==> src/rtl/x86_branch_address_converter_macros.svh <==
// Assertion macros shared by the x86 branch address converter RTL.
// Included by the modules that carry concurrent assertions.
`ifndef X86_BRANCH_ADDRESS_CONVERTER_MACROS_SVH
`define X86_BRANCH_ADDRESS_CONVERTER_MACROS_SVH

`ifndef SYNTH
`define XBAC_ASSERT_IMP(lbl, clk, rst_n, ante, cons) \
  lbl: assert property (@(posedge clk) disable iff (!rst_n) (ante) |-> (cons)) \
    else $error("assertion failed");
`define XBAC_ASSERT_NXT(lbl, clk, rst_n, ante, cons) \
  lbl: assert property (@(posedge clk) disable iff (!rst_n) (ante) |=> (cons)) \
    else $error("assertion failed");
`else
`define XBAC_ASSERT_IMP(lbl, clk, rst_n, ante, cons)
`define XBAC_ASSERT_NXT(lbl, clk, rst_n, ante, cons)
`endif

`endif

==> src/rtl/xbac_pkg.sv <==
// Package for the x86 branch address converter: job type, opcodes and
// configuration register indexes. No dependencies.
package xbac_pkg;

  localparam int unsigned CFG_IDX_W = 2;
  typedef logic [CFG_IDX_W-1:0] cfg_idx_t;

  localparam cfg_idx_t REG_MODE           = 2'd0;
  localparam cfg_idx_t REG_START_POSITION = 2'd1;

  localparam logic [7:0] OP_CALL     = 8'hE8;
  localparam logic [7:0] OP_JMP      = 8'hE9;
  localparam logic [7:0] OP_ESCAPE   = 8'h0F;
  localparam logic [3:0] OP_JCC_HIGH = 4'h8;
  localparam logic [7:0] BYTE_ZERO   = 8'h00;
  localparam logic [7:0] BYTE_ONES   = 8'hFF;

  localparam logic MODE_ENCODE = 1'b0;

  typedef struct packed {
    logic            is_run;
    logic            mode;
    logic [31:0]     position;
    logic [4:0][7:0] bytes;
  } job_t;

endpackage

==> src/rtl/xbac_front.sv <==
// Front end: accepts bytes, tracks position, detects branch opcodes and
// captures five-byte runs into jobs. Depends on xbac_pkg.
module xbac_front (
  input  logic              clk,
  input  logic              rst_n,
  input  logic              in_push,
  input  logic [7:0]        in_byte,
  output logic              in_full,
  input  logic              cfg_valid,
  output logic              cfg_ready,
  input  xbac_pkg::cfg_idx_t cfg_index,
  input  logic [31:0]       cfg_data,
  output logic              q_push,
  output xbac_pkg::job_t    q_job,
  input  logic              q_full
);
  import xbac_pkg::*;

  logic            mode_r;
  logic [31:0]     position_r;
  logic            capturing_r, capturing_nxt;
  logic [2:0]      cnt_r, cnt_nxt;
  logic [7:0]      prev_r, prev_nxt;
  logic [3:0][7:0] cap_r;
  logic            accept;
  logic            trig;
  logic            run_done;

  assign in_full   = q_full;
  assign cfg_ready = 1'b1;
  assign accept    = in_push && !q_full;

  always_comb begin
    trig = (in_byte == OP_CALL) || (in_byte == OP_JMP) ||
           ((prev_r == OP_ESCAPE) && (in_byte[7:4] == OP_JCC_HIGH));
    run_done      = 1'b0;
    capturing_nxt = capturing_r;
    cnt_nxt       = cnt_r;
    prev_nxt      = prev_r;
    q_push        = 1'b0;
    if (accept) begin
      if (!capturing_r) begin
        prev_nxt = in_byte;
        if (trig) begin
          capturing_nxt = 1'b1;
          cnt_nxt       = 3'd1;
        end else begin
          q_push = 1'b1;
        end
      end else if (cnt_r == 3'd4) begin
        run_done      = 1'b1;
        q_push        = 1'b1;
        capturing_nxt = 1'b0;
        cnt_nxt       = 3'd0;
        prev_nxt      = BYTE_ZERO;
      end else begin
        cnt_nxt = cnt_r + 3'd1;
      end
    end
    q_job.is_run   = run_done;
    q_job.mode     = mode_r;
    q_job.position = position_r;
    q_job.bytes[0] = run_done ? cap_r[0] : in_byte;
    q_job.bytes[1] = cap_r[1];
    q_job.bytes[2] = cap_r[2];
    q_job.bytes[3] = cap_r[3];
    q_job.bytes[4] = in_byte;
  end

  always_ff @(posedge clk) begin
    if (!rst_n) begin
      mode_r      <= MODE_ENCODE;
      position_r  <= '0;
      capturing_r <= 1'b0;
      cnt_r       <= 3'd0;
      prev_r      <= BYTE_ZERO;
    end else begin
      capturing_r <= capturing_nxt;
      cnt_r       <= cnt_nxt;
      prev_r      <= prev_nxt;
      if (cfg_valid && (cfg_index == REG_START_POSITION)) begin
        position_r <= cfg_data;
      end else if (accept) begin
        position_r <= position_r + 32'd1;
      end
      if (cfg_valid && (cfg_index == REG_MODE)) begin
        mode_r <= cfg_data[0];
      end
    end
  end

  always_ff @(posedge clk) begin
    if (accept && !capturing_r && trig) begin
      cap_r[0] <= in_byte;
    end else if (accept && capturing_r && (cnt_r != 3'd4)) begin
      cap_r[cnt_r[1:0]] <= in_byte;
    end
  end

endmodule

==> src/rtl/xbac_queue.sv <==
// Job queue between the front end and the back end.
// Depends on xbac_pkg for the job type.
module xbac_queue #(
  parameter int unsigned DEPTH = 2
) (
  input  logic           clk,
  input  logic           rst_n,
  input  logic           push,
  input  xbac_pkg::job_t push_job,
  output logic           full,
  input  logic           pop,
  output xbac_pkg::job_t pop_job,
  output logic           empty
);
  import xbac_pkg::*;

  localparam int unsigned PTR_W = $clog2(DEPTH);
  localparam int unsigned CNT_W = $clog2(DEPTH + 1);
  localparam logic [PTR_W-1:0] LAST_PTR = PTR_W'(DEPTH - 1);
  localparam logic [CNT_W-1:0] FULL_CNT = CNT_W'(DEPTH);

  job_t             mem_r [DEPTH];
  logic [PTR_W-1:0] wr_ptr_r, rd_ptr_r;
  logic [CNT_W-1:0] cnt_r;
  logic             do_push, do_pop;

  assign full    = (cnt_r == FULL_CNT);
  assign empty   = (cnt_r == '0);
  assign do_push = push && !full;
  assign do_pop  = pop && !empty;
  assign pop_job = mem_r[rd_ptr_r];

  always_ff @(posedge clk) begin
    if (!rst_n) begin
      wr_ptr_r <= '0;
      rd_ptr_r <= '0;
      cnt_r    <= '0;
    end else begin
      if (do_push) begin
        wr_ptr_r <= (wr_ptr_r == LAST_PTR) ? '0 : wr_ptr_r + PTR_W'(1);
      end
      if (do_pop) begin
        rd_ptr_r <= (rd_ptr_r == LAST_PTR) ? '0 : rd_ptr_r + PTR_W'(1);
      end
      if (do_push && !do_pop) begin
        cnt_r <= cnt_r + CNT_W'(1);
      end else if (do_pop && !do_push) begin
        cnt_r <= cnt_r - CNT_W'(1);
      end
    end
  end

  always_ff @(posedge clk) begin
    if (do_push) begin
      mem_r[wr_ptr_r] <= push_job;
    end
  end

endmodule

==> src/rtl/xbac_back.sv <==
// Back end: converts branch displacements and emits one byte per cycle while out_pop is high.
// Depends on xbac_pkg and the assertion macro header.
`include "x86_branch_address_converter_macros.svh"
module xbac_back (
  input  logic           clk,
  input  logic           rst_n,
  input  logic           q_empty,
  input  xbac_pkg::job_t q_job,
  output logic           q_pop,
  output logic           out_empty,
  output logic [7:0]     out_byte,
  output logic           out_last,
  input  logic           out_pop
);
  import xbac_pkg::*;

  logic            cur_valid_r;
  logic            run_r;
  logic [2:0]      idx_r;
  logic [4:0][7:0] cur_bytes_r;
  logic [4:0][7:0] conv_bytes;
  logic [31:0]     word_enc, word_dec, sum;
  logic            do_conv;
  logic            load;

  assign out_empty = !cur_valid_r;
  assign out_byte  = cur_bytes_r[idx_r];
  assign out_last  = !run_r || (idx_r == 3'd4);
  assign load      = !q_empty && (!cur_valid_r || (out_pop && out_last));
  assign q_pop     = load;

  always_comb begin
    word_enc = {q_job.bytes[4], q_job.bytes[3], q_job.bytes[2], q_job.bytes[1]};
    word_dec = {q_job.bytes[4], q_job.bytes[2], q_job.bytes[3], q_job.bytes[1]};
    sum = (q_job.mode == MODE_ENCODE) ? word_enc + q_job.position
                                      : word_dec - q_job.position;
    do_conv = q_job.is_run &&
              ((q_job.bytes[4] == BYTE_ZERO) || (q_job.bytes[4] == BYTE_ONES));
    conv_bytes = q_job.bytes;
    if (do_conv) begin
      conv_bytes[1] = sum[7:0];
      if (q_job.mode == MODE_ENCODE) begin
        conv_bytes[2] = sum[23:16];
        conv_bytes[3] = sum[15:8];
      end else begin
        conv_bytes[2] = sum[15:8];
        conv_bytes[3] = sum[23:16];
      end
      conv_bytes[4] = sum[24] ? BYTE_ONES : BYTE_ZERO;
    end
  end

  always_ff @(posedge clk) begin
    if (!rst_n) begin
      cur_valid_r <= 1'b0;
      idx_r       <= 3'd0;
    end else if (load) begin
      cur_valid_r <= 1'b1;
      idx_r       <= 3'd0;
    end else if (cur_valid_r && out_pop) begin
      if (out_last) begin
        cur_valid_r <= 1'b0;
        idx_r       <= 3'd0;
      end else begin
        idx_r <= idx_r + 3'd1;
      end
    end
  end

  always_ff @(posedge clk) begin
    if (load) begin
      run_r       <= q_job.is_run;
      cur_bytes_r <= conv_bytes;
    end
  end

  `XBAC_ASSERT_IMP(a_single_at_zero, clk, rst_n, cur_valid_r && !run_r, idx_r == 3'd0)
  `XBAC_ASSERT_NXT(a_step_in_run, clk, rst_n, cur_valid_r && out_pop && !out_last, cur_valid_r && (idx_r == $past(idx_r) + 3'd1))
  `XBAC_ASSERT_NXT(a_load_when_free, clk, rst_n, !cur_valid_r && !q_empty, cur_valid_r && (idx_r == 3'd0))

endmodule

==> src/rtl/x86_branch_address_converter.sv <==
// Top level of the x86 branch address converter: front end, job queue and
// back end. Depends on xbac_pkg, xbac_front, xbac_queue and xbac_back.
//
// Filters an x86 code byte stream for a compressor: E8/E9 calls and jumps and
// 0F 8x conditional jumps have their 32-bit displacement made absolute (mode 0)
// or relative again (mode 1) when its top byte is 00 or FF. The input takes one
// byte per cycle while in_full is low; when the output side is free, a plain
// byte reaches the output through the job queue and the back end's register,
// and a branch emits five bytes, one per cycle while out_pop stays high, once
// its fifth byte is taken. The back end sends at most one byte per cycle, so
// runs of five are absorbed by a job queue of QUEUE_DEPTH entries and in_full
// rises only when that queue fills. Writing start_position reloads the
// running position; write configuration only while the block is idle.
module x86_branch_address_converter #(
  parameter int unsigned QUEUE_DEPTH = 2
) (
  input  logic               clk,
  input  logic               rst_n,
  input  logic               in_push,
  input  logic [7:0]         in_byte,
  output logic               in_full,
  output logic               out_empty,
  output logic [7:0]         out_byte,
  output logic               out_last,
  input  logic               out_pop,
  input  logic               cfg_valid,
  output logic               cfg_ready,
  input  xbac_pkg::cfg_idx_t cfg_index,
  input  logic [31:0]        cfg_data
);
  import xbac_pkg::*;

  job_t push_job, pop_job;
  logic q_push, q_full, q_pop, q_empty;

  xbac_front u_front (
    .clk       (clk),
    .rst_n     (rst_n),
    .in_push   (in_push),
    .in_byte   (in_byte),
    .in_full   (in_full),
    .cfg_valid (cfg_valid),
    .cfg_ready (cfg_ready),
    .cfg_index (cfg_index),
    .cfg_data  (cfg_data),
    .q_push    (q_push),
    .q_job     (push_job),
    .q_full    (q_full)
  );

  xbac_queue #(
    .DEPTH (QUEUE_DEPTH)
  ) u_queue (
    .clk      (clk),
    .rst_n    (rst_n),
    .push     (q_push),
    .push_job (push_job),
    .full     (q_full),
    .pop      (q_pop),
    .pop_job  (pop_job),
    .empty    (q_empty)
  );

  xbac_back u_back (
    .clk       (clk),
    .rst_n     (rst_n),
    .q_empty   (q_empty),
    .q_job     (pop_job),
    .q_pop     (q_pop),
    .out_empty (out_empty),
    .out_byte  (out_byte),
    .out_last  (out_last),
    .out_pop   (out_pop)
  );

endmodule

==> config.mk <==
export PLATFORM = sky130hd
export DESIGN_NAME = x86_branch_address_converter
export DESIGN_NICKNAME = d
export VERILOG_FILES = /design/src/rtl/xbac_pkg.sv /design/src/rtl/xbac_front.sv /design/src/rtl/xbac_queue.sv /design/src/rtl/xbac_back.sv /design/src/rtl/x86_branch_address_converter.sv
export VERILOG_INCLUDE_DIRS = /design/src /design/src/rtl
export SDC_FILE = /design/constraint.sdc
export NUM_CORES = 1
export LEC_CHECK = 0
export ABC_AREA = 1
export BUFFER_PORTS_ARGS = -buffer_cell sky130_fd_sc_hd__buf_4
export CAP_MARGIN = 15
export CELL_PAD_IN_SITES_DETAIL_PLACEMENT = 0
export CELL_PAD_IN_SITES_GLOBAL_PLACEMENT = 1
export CORE_MARGIN = 2
export CORE_UTILIZATION = 30
export CTS_BUF_LIST = sky130_fd_sc_hd__clkbuf_16
export CTS_CLUSTER_SIZE = 16
export DETAILED_ROUTE_END_ITERATION = 12
export PLACE_DENSITY = 0.6
export SYNTH_ARGS = -nofsm -noshare
export SYNTH_HDL_FRONTEND = slang
export SYNTH_SLANG_ARGS = --single-unit
==> constraint.sdc <==
create_clock -name clk -period 6.3 [get_ports clk]
set_input_delay 0.945 -clock clk [delete_from_list [all_inputs] [get_ports clk]]
set_output_delay 0.945 -clock clk [all_outputs]
set_load 0.05 [all_outputs]
==> flow_summary_export.csv <==
group,metric,value,unit
logic_synthesis,synth_largest_area_cell,"edfxtp_1",
run,cap_violations,0,
logic_synthesis,synthTopCellsByArea,"edfxtp_1, nand2_1, inv_1, dfxtp_1, ha_1",
logic_synthesis,ys_ff_latch,254,
detailed_routing,via_per_inst,4.68,
clocking,cts_tree,"yes",
clocking,cts_sinks,254,
placement,port_buffers,50,
sta,tightest_slew,962,ps
power_and_ir_drop,vdd_ir_drop_max,0.000219,V
logic_synthesis,synth_top_area_frac,0.426,
sta,fmaxAchievable,261,MHz
detailed_routing,postRouteAntennaNets,0,
global_routing,grt-ovfl-total,0,
sta,period_needed,3840,ps
logic_synthesis,netlist_top_cells_count,"nand2_1, inv_1, edfxtp_1, nor2_1, a21oi_1",
global_routing,grt_pass1_wl,65000,µm
sta,period_share,0.609,
sta,rsz0062_at_grt,"no",
clocking,numCtsBuffers,27,
detailed_routing,drt_iter0_markers,828,
logic_synthesis,synthDistinctLibCells,50,
logic_synthesis,ys_async_sr_fraction,0,
detailed_routing,drc,0,
clocking,clk_pin_slew,60,ps
global_routing,grt_start_max_net_pins,89,
critical_path,worstPathRequired,6610,ps
critical_path,startpoint_type,"flip-flop",
die,start_util,0.305,
logic_synthesis,syn_nets,1895,
die,die-width,225,µm
detailed_routing,first_pass_iters,7,
placement,gp_congestion,0.868,
power_and_ir_drop,power_density,514,nW/µm²
critical_path,criticalPathCategory,"reg -> reg",
worst_hold_path,hold_class,"reg -> reg",
logic_synthesis,ys_seq_area_frac,0.490,
logic_synthesis,syn_area,14600,µm²
clocking,clock-root-buffer,"clkbuf_16",
critical_path,end_kind,"flip-flop",
detailed_routing,wirelength,42200,µm
logic_synthesis,synth_edf_count,207,
logic_synthesis,synthFlopType,"edfxtp_1",
sta,clock-skew-final,19.1,ps
detailed_routing,wire_per_inst,17.1,µm
sta,slew_headroom,0.359,
finish,layout-drive-gt1-share,0.0814,
finish,n_antenna_cell,0,
clocking,postCtsResizedCells,0,
sta,setup_ws,2460,ps
clocking,holdBufCountCts,0,
clocking,h-tree-depth,1,
logic_synthesis,ys_warn_count,0,
sta,hold_viol,0,
die,ios,59,
placement,dp_hpwl,32300,µm
critical_path,worstPathArrival,4150,ps
global_routing,antenna_found_initial,0,
clocking,cts_setup_buffers,0,
global_routing,track_usage,0.168,
logic_synthesis,syn_area_per_cell,8.15,µm²
detailed_routing,num_vias,11600,
sta,maxSlewViolCount,0,
critical_path,critPathMaxFanout,88,
finish,fillCellCount,5042,
die,rows,80,
die,die-area,50400,µm²
clocking,cts_buffer_depth,3,
power_and_ir_drop,leakagePower,7.22,nW
die,die_y,225,µm
sta,setup_violations,0,
finish,nNetsFinal,1940,
placement,preCtsSetupSlack,2240,ps
finish,area_delta_synth_final,12.9,%
outcome,status,"complete, no violations",
global_routing,grt_pass1_vias,11000,
clocking,clk-insertion-delay-late,550,ps
logic_synthesis,syn-instance-count,1790,
die,core_area,47800,µm²
sta,setup_tns,0,ps
logic_synthesis,yosysMostFrequentCell,"nand2_1",
==> registers in the layout (all words and copies together) (netlist names), named ones only <==
register	cells
u_queue.cnt_r	2
u_back.cur_valid_r	1
u_queue.rd_ptr_r	1
u_front.q_job	24
u_back.run_r	1
u_back.idx_r	3
u_front.mode_r	1
u_queue.wr_ptr_r	1
u_front.position_r	25
u_front.cnt_r	3
u_front.prev_r	8
u_queue.mem_r	134
u_back.cur_bytes_r	40
u_front.cap_r	8
u_front.capturing_r	1
==> logic make-up after synthesis <==
logic type      count (synthesis)  synth area share
flops                         254             0.490
xor+xnor                       15           0.00900
simple gates                  854             0.242
compound gates                231            0.0877
fa+ha+maj                      58            0.0508
other cells                     1          0.000257
mux                            33            0.0254
buf+inv                       344            0.0942
==> cell type report <==
class | count | area, µm² | share of cell area
sequential | 254 | 7160 | 0.435
clock inverter | 21 | 198 | 0.0120
multi-input combinational | 1192 | 6090 | 0.370
inverter | 299 | 1120 | 0.0683
timing repair buffer | 61 | 458 | 0.0278
clock buffer | 27 | 676 | 0.0410
tap | 615 | 769 | 0.0467
==> layout by cell type (no fill, tap or decap), types with 3 or more instances in the layout <==
master / n
nand2_1: 544
nand3b_1: 8
xor2_1: 14
clkinv_1: 7
o21ai_0: 80
clkbuf_16: 27
mux2_2: 32
nor4_1: 5
buf_4: 60
nor2_1: 131
or2_0: 3
nand3_1: 100
nand4_1: 26
o21ai_1: 7
edfxtp_1: 207
a21oi_1: 104
nor3_1: 21
nor2_4: 5
a31oi_1: 3
ha_1: 56
dfxtp_1: 46
inv_1: 300
o211ai_1: 8
o21ai_2: 3
a221o_1: 8
bufinv_16: 3
or2_2: 3
o21bai_1: 6
clkinv_2: 4
==> critical path, stage by stage (launching register included) <==
cell and delay (ps):
dfxtp_4 920, o21ai_0 440, ha_1 580, nand2_1 100
nand2_1 150, inv_1 70, nand3_1 300, nand2_1 120
nand3_1 100, nand2_1 50, nor2_1 240, nor2_1 90
a21oi_1 360
==> worst paths after layout <==
| path | startpoint | endpoint | slack [ps] | depth (start not counted) |
|---|---|---|---|---|
| setup / recovery | flip-flop | u_back.cur_bytes_r[22] | 2460 | 12 |
| hold / removal | u_front.q_job[12] | u_queue.mem_r[1][12] | 440 | 0 |
| setup reg to reg | flip-flop | u_back.cur_bytes_r[22] | 2460 | 12 |
| hold reg to reg | u_front.q_job[12] | u_queue.mem_r[1][12] | 440 | 0 |
==> metal layers <==
layer	part of all wire	GRT usage
met2	0.45	0.270
met3	0.040	0.0187
met4	0.023	0.0406
met1	0.49	0.242
met5	0	0
==> stage by stage <==
step                      instance area [µm²]  std cells  utilization  hold slack, ps  total power, mW
after detailed placement                15600       2420        0.326             429             6.93
after floorplan                         14600       1790            -             419             5.52
after global placement                  15600       2420        0.326             424             6.92
final                                   16500       2469        0.344             435             8.47
after CTS                               16500       2468        0.344             428             8.52
after global routing                    16500       2469        0.344             448             9.20
==> where the power goes <==
part | internal [mW] | switching, mW | total (mW) | leakage, nW
clock network | 0.906 | 0.656 | 1.56 | 0.443
registers | 2.23 | 0.205 | 2.43 | 2.32
logic | 1.38 | 3.10 | 4.48 | 4.46
No activity file was read; power rests on OpenSTA's default activity.
